File: src/lppd_pkg.sv
// shared types and constants for the length-prefixed package deframer
package lppd_pkg;

  localparam int unsigned SEQ_BYTES    = 8;
  localparam int unsigned HEADER_BYTES = 13;

  localparam logic [15:0] K_TOPIC_HI = 16'd8;
  localparam logic [15:0] K_TOPIC_LO = 16'd9;
  localparam logic [15:0] K_MSG_HI   = 16'd10;
  localparam logic [15:0] K_MSG_LO   = 16'd11;
  localparam logic [15:0] K_LAST     = 16'(HEADER_BYTES - 1);
  localparam logic [15:0] K_SEQ_END  = 16'(SEQ_BYTES);

  localparam logic [1:0] SEC_HEADER  = 2'd0;
  localparam logic [1:0] SEC_TOPIC   = 2'd1;
  localparam logic [1:0] SEC_MESSAGE = 2'd2;

  typedef enum logic [1:0] {
    PH_HEADER  = 2'd0,
    PH_TOPIC   = 2'd1,
    PH_MESSAGE = 2'd2
  } phase_t;

  typedef struct packed {
    logic [7:0]  echo_byte;
    logic [1:0]  section;
    logic [63:0] sequence_number;
    logic [15:0] topic_size;
    logic [15:0] message_length;
    logic [7:0]  message_type;
    logic        header_valid;
    logic        package_end;
  } result_t;

endpackage

File: src/lppd_parser.sv
// section tracking, header capture and per-byte result for the deframer
module lppd_parser (
  input  logic                 clk,
  input  logic                 rst_n,
  input  logic                 in_fire,
  input  logic [7:0]           data_byte,
  output lppd_pkg::result_t    res
);

  lppd_pkg::phase_t phase_r, phase_nxt;
  logic [15:0] cnt_r, cnt_nxt;
  logic [63:0] seq_r, seq_nxt;
  logic [15:0] tlen_r, tlen_nxt;
  logic [15:0] mlen_r, mlen_nxt;
  logic [7:0]  type_r, type_nxt;
  logic [1:0]  sec;
  logic        hv;
  logic        pend;
  logic [16:0] cnt_inc;

  always_ff @(posedge clk) begin
    if (!rst_n) begin
      phase_r <= lppd_pkg::PH_HEADER;
      cnt_r   <= '0;
      seq_r   <= '0;
      tlen_r  <= '0;
      mlen_r  <= '0;
      type_r  <= '0;
    end else if (in_fire) begin
      phase_r <= phase_nxt;
      cnt_r   <= cnt_nxt;
      seq_r   <= seq_nxt;
      tlen_r  <= tlen_nxt;
      mlen_r  <= mlen_nxt;
      type_r  <= type_nxt;
    end
  end

  assign cnt_inc = {1'b0, cnt_r} + 17'd1;

  always_comb begin
    phase_nxt = phase_r;
    cnt_nxt   = cnt_r;
    seq_nxt   = seq_r;
    tlen_nxt  = tlen_r;
    mlen_nxt  = mlen_r;
    type_nxt  = type_r;
    sec       = lppd_pkg::SEC_HEADER;
    hv        = 1'b0;
    pend      = 1'b0;
    unique case (phase_r)
      lppd_pkg::PH_TOPIC: begin
        sec = lppd_pkg::SEC_TOPIC;
        hv  = 1'b1;
        if (cnt_inc >= {1'b0, tlen_r}) begin
          cnt_nxt = '0;
          if (mlen_r == 16'd0) begin
            pend      = 1'b1;
            phase_nxt = lppd_pkg::PH_HEADER;
          end else begin
            phase_nxt = lppd_pkg::PH_MESSAGE;
          end
        end else begin
          cnt_nxt = cnt_inc[15:0];
        end
      end
      lppd_pkg::PH_MESSAGE: begin
        sec = lppd_pkg::SEC_MESSAGE;
        hv  = 1'b1;
        if (cnt_inc >= {1'b0, mlen_r}) begin
          cnt_nxt   = '0;
          pend      = 1'b1;
          phase_nxt = lppd_pkg::PH_HEADER;
        end else begin
          cnt_nxt = cnt_inc[15:0];
        end
      end
      default: begin
        // unused phase code behaves as header
        sec = lppd_pkg::SEC_HEADER;
        if (cnt_r == 16'd0) begin
          seq_nxt = {56'd0, data_byte};
        end else if (cnt_r < lppd_pkg::K_SEQ_END) begin
          seq_nxt = {seq_r[55:0], data_byte};
        end else if (cnt_r == lppd_pkg::K_TOPIC_HI) begin
          tlen_nxt = {data_byte, 8'd0};
        end else if (cnt_r == lppd_pkg::K_TOPIC_LO) begin
          tlen_nxt = {tlen_r[15:8], tlen_r[7:0] | data_byte};
        end else if (cnt_r == lppd_pkg::K_MSG_HI) begin
          mlen_nxt = {data_byte, 8'd0};
        end else if (cnt_r == lppd_pkg::K_MSG_LO) begin
          mlen_nxt = {mlen_r[15:8], mlen_r[7:0] | data_byte};
        end else begin
          type_nxt = data_byte;
        end
        if (cnt_r >= lppd_pkg::K_LAST) begin
          hv      = 1'b1;
          cnt_nxt = '0;
          if (tlen_nxt != 16'd0) begin
            phase_nxt = lppd_pkg::PH_TOPIC;
          end else if (mlen_nxt != 16'd0) begin
            phase_nxt = lppd_pkg::PH_MESSAGE;
          end else begin
            phase_nxt = lppd_pkg::PH_HEADER;
            pend      = 1'b1;
          end
        end else begin
          cnt_nxt   = cnt_inc[15:0];
          phase_nxt = lppd_pkg::PH_HEADER;
        end
      end
    endcase

    res.echo_byte       = data_byte;
    res.section         = sec;
    res.sequence_number = hv ? seq_nxt : 64'd0;
    res.topic_size      = hv ? tlen_nxt : 16'd0;
    res.message_length  = hv ? mlen_nxt : 16'd0;
    res.message_type    = hv ? type_nxt : 8'd0;
    res.header_valid    = hv;
    res.package_end     = pend;
  end

endmodule

File: src/length_prefixed_package_deframer.sv
// top level of the length-prefixed package deframer
// Usage:
//   in_valid/in_ready/in_data_byte carry the raw package stream, one byte per
//   request. Each package is a 13-byte big-endian header (sequence number,
//   topic length, message length, type) followed by topic and message bytes.
//   out_valid/out_ready carry one result per input byte: the echoed byte, its
//   section, the decoded header fields once the header is complete, and a
//   package_end flag on the last byte of each package.
// Output: a result is registered and appears in the cycle after its byte is accepted.
// Throughput: one byte per cycle unless stalled; per-byte work is the section
//   counter compare and the header shift between state and result register.
// Reset: rst_n (synchronous, active low) returns the parser to the start of
//   a header with all captured fields cleared and drops out_valid.
// Stall: while out_ready is low a valid result is held and in_ready is low;
//   a byte is still taken in the same cycle that the held result leaves.
module length_prefixed_package_deframer (
  input  logic        clk,
  input  logic        rst_n,
  input  logic        in_valid,
  output logic        in_ready,
  input  logic [7:0]  in_data_byte,
  output logic        out_valid,
  input  logic        out_ready,
  output logic [7:0]  out_echo_byte,
  output logic [1:0]  out_section,
  output logic [63:0] out_sequence_number,
  output logic [15:0] out_topic_size,
  output logic [15:0] out_message_length,
  output logic [7:0]  out_message_type,
  output logic        out_header_valid,
  output logic        out_package_end
);

  lppd_pkg::result_t res;
  lppd_pkg::result_t res_r;
  logic              valid_r;
  logic              in_fire;

  assign in_ready = !valid_r || out_ready;
  assign in_fire  = in_valid && in_ready;

  lppd_parser u_parser (
    .clk       (clk),
    .rst_n     (rst_n),
    .in_fire   (in_fire),
    .data_byte (in_data_byte),
    .res       (res)
  );

  always_ff @(posedge clk) begin
    if (!rst_n) begin
      valid_r <= 1'b0;
    end else if (in_ready) begin
      valid_r <= in_valid;
    end
  end

  always_ff @(posedge clk) begin
    if (in_fire) begin
      res_r <= res;
    end
  end

  assign out_valid           = valid_r;
  assign out_echo_byte       = res_r.echo_byte;
  assign out_section         = res_r.section;
  assign out_sequence_number = res_r.sequence_number;
  assign out_topic_size      = res_r.topic_size;
  assign out_message_length  = res_r.message_length;
  assign out_message_type    = res_r.message_type;
  assign out_header_valid    = res_r.header_valid;
  assign out_package_end     = res_r.package_end;

endmodule
File: config.mk
export PLATFORM = sky130hd
export DESIGN_NAME = length_prefixed_package_deframer
export DESIGN_NICKNAME = d
export VERILOG_FILES = /design/src/lppd_pkg.sv /design/src/lppd_parser.sv /design/src/length_prefixed_package_deframer.sv
export SDC_FILE = /design/constraint.sdc
export NUM_CORES = 1
export LEC_CHECK = 0
export BUFFER_PORTS_ARGS = -buffer_cell sky130_fd_sc_hd__clkbuf_2
export CORE_AREA = 2 2 174 176
export DETAILED_ROUTE_END_ITERATION = 7
export DIE_AREA = 0 0 176 178
export GPL_ROUTABILITY_DRIVEN = 0
export GPL_TIMING_DRIVEN = 1
export SLEW_MARGIN = 20
export SYNTH_ARGS = -nofsm -noshare
export SYNTH_HDL_FRONTEND = slang
export SYNTH_SLANG_ARGS = --single-unit
File: constraint.sdc
create_clock -name clk -period 4.87 [get_ports clk]
set_input_delay 0.974 -clock clk [delete_from_list [all_inputs] [get_ports clk]]
set_output_delay 0.974 -clock clk [all_outputs]
set_load 0.02 [all_outputs]
**Yosys cells after proc, flatten, opt, wreduce, memory -nomap -nowiden**

Index checks and enable logic that the tools add are counted.

- Output and inout bits: 118
- Logic and storage cells: 84
- Bits in registers: 239

- Multiplexer cells: 45
- Equal/unequal tests: 8
- Reduce and logical (&&, ||, !) cells: 9
- Bitwise operators: 2
- $add $sub $neg: 1
- Magnitude comparators: 4

Operator list:

| kind | count |
|---|---|
| $mux 16 | 15 |
| $mux 64 | 3 |
| $mux 8 | 9 |
| $eq 16x4->1 const B | 4 |
| $ge 17x16->1 | 2 |
| $logic_not 16->1 | 2 |
| $pmux 16 s2 | 1 |
| $reduce_bool 16->1 | 2 |
| $add 16x1->17 const B | 1 |
| $ge 16x4->1 const B | 1 |
| $lt 16x4->1 const B | 1 |
| $or 8x8->8 | 2 |
| $mux 2 | 6 |
| $mux 1 | 8 |
| $pmux 2 s2 | 2 |
| $ne 2x1->1 const B | 2 |
| $reduce_and 3->1 | 1 |
| $eq 2x1->1 const B | 1 |
| $eq 2x2->1 const B | 1 |
| $pmux 1 s2 | 1 |
| $reduce_or 2->1 | 1 |
| $logic_and 1x1->1 | 1 |
| $logic_not 1->1 | 1 |
| $logic_or 1x1->1 | 1 |

**Logic depth before layout (Yosys ltp)**

- Depth in word-level cells: 13
- Depth in mapped cells: 16
- Depth with buffers taken out: 14

**Cells and area by module**

Synthesis repeated with hierarchy kept, for this count alone.

- Cell total of the unflattened synthesis: 989
- Area, all modules: 10446.3 um2

By module, submodules not included:

| module | cells each | area an instance (um2) | sequential area each (um2) | times used |
|---|---|---|---|---|
| lppd_parser | 868 | 6905.4 | 2442.3 | 1 |
| length_prefixed_package_deframer | 121 | 3540.9 | 3503.4 | 1 |

**Least setup slack after synthesis**

Ideal clock, no wire load.

- Kind: input port to flip-flop
- Start point: input port out_ready
- End point: register u_parser.cnt_r[1]
- Data required time: 4.793 ns
- Path buffers: 1
- Arrival time: 5.304 ns
- Setup time: 0.077 ns
- Cell stages on the path: 5
- Setup slack: -0.511 ns
- Cells stage by stage: nand2b_1 nand2_1 inv_1 clkbuf_1 a32o_1

- Word-level cells in the longest chain between the ends: 2

Ends and longest elaborated chain:

| item | RTL line | source |
|---|---|---|
| start, declared | length_prefixed_package_deframer.sv:23 | `input logic out_ready,` |
| $logic_or 1x1->1 | length_prefixed_package_deframer.sv:39 | `assign in_ready = !valid_r \|\| out_ready;` |
| $logic_and 1x1->1 | length_prefixed_package_deframer.sv:40 | `assign in_fire = in_valid && in_ready;` |
| named net in_fire | length_prefixed_package_deframer.sv:37 | `logic in_fire;` |
| end signal, assigned | lppd_parser.sv:31 | `cnt_r <= cnt_nxt;` |
| end, declared | lppd_parser.sv:11 | `logic [15:0] cnt_r, cnt_nxt;` |

The timed path passes the listed nets, and every way through them passes these cells.
A chain may end at the register's enable or synchronous reset.

**Final worst setup path**

- Start point: register u_parser.cnt_r[0]
- End point: register u_parser.cnt_r[10]

- Word-level cells in the longest chain between the ends: 4
- Elaborated cells on any way between the ends: 8

Ends and longest elaborated chain:

| item | RTL line | source |
|---|---|---|
| $add 16x1->17 | lppd_parser.sv:39 | `assign cnt_inc = {1'b0, cnt_r} + 17'd1;` |
| $ge 17x16->1, on equally long branches | lppd_parser.sv:70, lppd_parser.sv:55 |  |
| $mux 16, on equally long branches | lppd_parser.sv:70, lppd_parser.sv:55 |  |
| $pmux 16 s2 * | lppd_parser.sv:51 | `unique case (phase_r)` |

Every way passes the cells marked *; elsewhere a longest branch is shown, timed or not.

==> impl_summary.txt <==
----------------------------------------------------
[Status]
  Run status ... completed

[Die]
  Width of the chip ... 176 microns
  Rows ... 63
  Floorplan die area ... 31330 sq um
  Effective utilization at floorplan ... 34.64%
  Area inside the core boundary ... 29400 sq um
  Die Height ... 178 microns
  Top-level I/O count ... 130

[Clock tree]
  Clock tree sinks ... 239
  CTS clock-pin slew for the worst setup and hold paths ... 0.07 ns
  Number of gates resized after cts ... 0
  H-tree lvl count ... 1
  Clock root buffer master ... sky130_fd_sc_hd__clkbuf_16
  CTS Buf Count ... 25
  Clock latency at the later pin of the worst-skew pair ... 0.52 ns
  CTS tree ... done
  Buffers inserted by post-CTS timing repair ... 0
  Hold bufs inserted after CTS ... 0
  Clock Tree Buf Depth ... 3

[Routing]
  Total wire length after detailed routing ... 25900 microns
  Detailed router's first-iteration violation count ... 565
  Post-detailed-route wirelength per cell ... 17.27 microns
  DRT Pass-1 Iters ... 5
  DR vias/cell ... 4.997
  Number of remaining DRC errors ... 0
  Vias ... 7496
  Remaining antenna violation count after routing ... 0

[Timing]
  Unrepaired setup endpoints after global routing ... false
  Worst-case hold slack ... 0.4447 ns
  Final Max Slew Viols ... 0
  Measured slew at the worst slew-check pin ... 1.082 ns
  Period Utilization, post-route ... 91.48%
  Final setup vio count ... 0
  Worst slew margin relative to its limit ... 27.61%
  Min Clock Period, post-route ... 4.455 ns
  Top achievable clock speed ... 224.5 MHz
  Worst clock skew on the final layout ... 0.01128 ns
  Hold Violations, Final ... 0
  Final TNS setup ... 0 ns

[Yosys]
  Number of synthesized flops with an enable pin ... 116
  Seq/Total Area, Yosys ... 58.37%
  Number of nets in the synthesized netlist ... 1036
  Async set-reset flop share out of synthesis ... 0%
  Count leader, synth ... sky130_fd_sc_hd__dfxtp_1
  Primary flip-flop cell chosen by synthesis mapping ... sky130_fd_sc_hd__dfxtp_1
  Mean Syn Cell Area ... 10.33 sq um
  Fraction of post-synthesis cell area in the top cell type by area ... 34.20%
  Synthesized instance count ... 986
  Library cell occupying the most area in the post-synthesis netlist ... sky130_fd_sc_hd__edfxtp_1
  Number of distinct library cell variants in the gate-level netlist after synthesis ... 56
  Commonest cells post-synth ... sky130_fd_sc_hd__dfxtp_1, sky130_fd_sc_hd__edfxtp_1, sky130_fd_sc_hd__a21oi_1
  Area of the mapped netlist ... 10190 sq um
  Count of state elements after synthesis ... 239
  Yosys warning total ... 0
  Largest cells by area after synthesis ... sky130_fd_sc_hd__edfxtp_1, sky130_fd_sc_hd__dfxtp_1, sky130_fd_sc_hd__a21oi_1

[Worst setup path]
  Required arrival time at the worst endpoint ... 5.30 ns
  Most frequent CP cell ... sky130_fd_sc_hd__ha_1
  Max stage delay on crit path ... 0.60 ns
  Arrival time of the worst setup path ... 4.89 ns
  Worst Setup Start Kind ... flop
  Worst setup EP type ... flop
  Worst-path cell chain ... ha_1, nand2_1, nor4_1, buf_4, nand3_1, xnor2_1, ha_1, o21a_1, o21ai_0, a311o_1, o2111ai_1, a311oi_4, nand2_2, o31ai_1
  CP max FO ... 9
  Critical-path cell with the highest stage delay ... sky130_fd_sc_hd__a311oi_4
  Startpoint-to-endpoint class of the critical path ... flop to flop
  Top Family by Delay on Critical Path ... compound AO/OA/AOI/OAI gates
  Number of buffer and inverter instances along the worst setup path ... 1

[Place]
  Count of buffers inserted at the top-level ports ... 129
  Detailed placement HPWL ... 17600 microns
  Number of cells after detailed placement ... 1455

[Finish]
  Post-layout utilization of the core ... 40.91%
  Filler instances ... 2820
  Final non-filler cell total ... 1500
  Inserted Diodes ... 0
  P&R area growth vs syn ... 18.08%
  Layout Nets ... 1142
  Share of cells above drive strength 1 ... 18.02%

[Pwr]
  Standby leakage power ... 0.004601 uW
  Total power density per cell area ... 375.0 nW/um^2
  Worst voltage drop across the vdd grid ... 177.7 uV

[Global route]
  Global-route wire length before repair ... 40270 microns
  Total global routing overflow ... 0
  Global-route usage over all layers ... 16.34%
  Vias in the first global route ... 7111
  Pin count of the biggest net entering global routing ... 80
  Number of antenna violations at the first check in global routing ... 0

[Worst hold path]
  Worst hold path type ... flop to flop

[Job]
  Max-cap violations ... 0

----------------------------------------------------
[layout make-up]
cell class	count	area [sq um]	area share [%]
inverter	50	190.2	1.581
sequential	239	5946	49.43
timing repair buffer	140	728.2	6.054
multi-input combinational	636	3820	31.76
clock inverter	18	222.7	1.852
tap	390	488.0	4.057
clock buffer	27	633.1	5.264
[worst paths after layout]
path,slack (ns),startpoint,to,cells after the start
hold reg to reg,0.44,u_parser.seq_r[59],u_parser.seq_r[59],2
setup reg to reg,0.41,u_parser.cnt_r[0],u_parser.cnt_r[10],14
setup / recovery,0.41,u_parser.cnt_r[0],u_parser.cnt_r[10],14
hold / removal,0.44,u_parser.seq_r[59],u_parser.seq_r[59],2
[through the flow]
| stage | area [sq um] | worst slack, ns | total power (uW) |
|---|---|---|---|
| final | 12030 | 0.4150 | 4510 |
| after global routing | 12030 | 0.06179 | 4669 |
| after CTS | 12020 | 0.5525 | 4554 |
| after detailed placement | 11170 | 0.5788 | 2560 |
| after global placement | 11170 | 0.7383 | 2559 |
| after floorplan | 10190 | 1.135 | 2440 |
[cells by family (layout without fill, tap and decap cells)]
group	after synthesis	after routing	share of synthesized area (%)
AOI/OAI and AO/OA	164	164	9.802
xor gates and xnor gates	11	11	0.9459
adders and majority gates	38	38	4.668
buffers and inverters	111	235	4.275
DFF	239	239	58.37
muxes	32	32	3.145
and+or+nand+nor	391	391	18.79
[report_power, final]
| group | internal (uW) | switching [uW] | total, uW |
|---|---|---|---|
| Clock | 1210 | 790 | 2000 |
| Combinational | 73.8 | 259 | 333 |
| Sequential | 2160 | 22.1 | 2180 |
| Total | 3440 | 1070 | 4510 |
[metal layers]
metal,share of wire (%),vias to the layer above,routed length [microns],global-route usage [%]
li1,-,3658,-,-
met1,43,3548,11220,21.38
met2,49,240,12580,28.03
met3,5.6,50,1446,2.430
met4,2.5,0,650,4.959
met5,0,-,0,0
[flip-flops by register name (all words and copies together) (netlist names), 16 cells and up]
name                 count
u_parser.mlen_r         16
out_message_length      16
u_parser.cnt_r          16
u_parser.seq_r          64
out_topic_size          16
out_sequence_number     64
u_parser.tlen_r         16
[worst register-to-register path, cell delays in order (launching register included)]
cell and delay (ns):
sky130_fd_sc_hd__dfxtp_1 0.48, sky130_fd_sc_hd__ha_1 0.38, sky130_fd_sc_hd__nand2_1 0.13, sky130_fd_sc_hd__nor4_1 0.40, sky130_fd_sc_hd__buf_4 0.22, sky130_fd_sc_hd__nand3_1 0.10
sky130_fd_sc_hd__xnor2_1 0.37, sky130_fd_sc_hd__ha_1 0.35, sky130_fd_sc_hd__o21a_1 0.11, sky130_fd_sc_hd__o21ai_0 0.30, sky130_fd_sc_hd__a311o_1 0.20, sky130_fd_sc_hd__o2111ai_1 0.25
sky130_fd_sc_hd__a311oi_4 0.60, sky130_fd_sc_hd__nand2_2 0.22, sky130_fd_sc_hd__o31ai_1 0.25
[layout by cell type, fill, tap and decap left out, types with 2 or more instances in the layout]
cell                           n
sky130_fd_sc_hd__clkbuf_2    129
sky130_fd_sc_hd__ha_1         38
sky130_fd_sc_hd__dfxtp_1     123
sky130_fd_sc_hd__nor3_4        2
sky130_fd_sc_hd__or4_4         2
sky130_fd_sc_hd__nor4_1       17
sky130_fd_sc_hd__mux2i_1      32
sky130_fd_sc_hd__o21ai_0       9
sky130_fd_sc_hd__nand4_1      10
sky130_fd_sc_hd__or2_2         4
sky130_fd_sc_hd__inv_1        47
sky130_fd_sc_hd__nand2b_1      2
sky130_fd_sc_hd__clkinv_2      7
sky130_fd_sc_hd__o22ai_1       5
sky130_fd_sc_hd__nor3_1        5
sky130_fd_sc_hd__o21a_1        3
sky130_fd_sc_hd__inv_2         2
sky130_fd_sc_hd__xor2_1        3
sky130_fd_sc_hd__edfxtp_1    116
sky130_fd_sc_hd__a21oi_1     110
sky130_fd_sc_hd__or3_1         3
sky130_fd_sc_hd__a32o_1       10
sky130_fd_sc_hd__o211ai_1      5
sky130_fd_sc_hd__bufinv_16     5
sky130_fd_sc_hd__nand3_1      67
sky130_fd_sc_hd__nand2_1     103
sky130_fd_sc_hd__o21bai_1      2
sky130_fd_sc_hd__nor2_1       91
sky130_fd_sc_hd__xnor2_1       8
sky130_fd_sc_hd__buf_4        11
sky130_fd_sc_hd__and3_1        8
sky130_fd_sc_hd__clkbuf_1      2
sky130_fd_sc_hd__and2_1       66
sky130_fd_sc_hd__clkinvlp_4    2
sky130_fd_sc_hd__a211oi_1      6
sky130_fd_sc_hd__clkinv_1      3
sky130_fd_sc_hd__clkbuf_16    25
(Power assumes the default switching activity.)
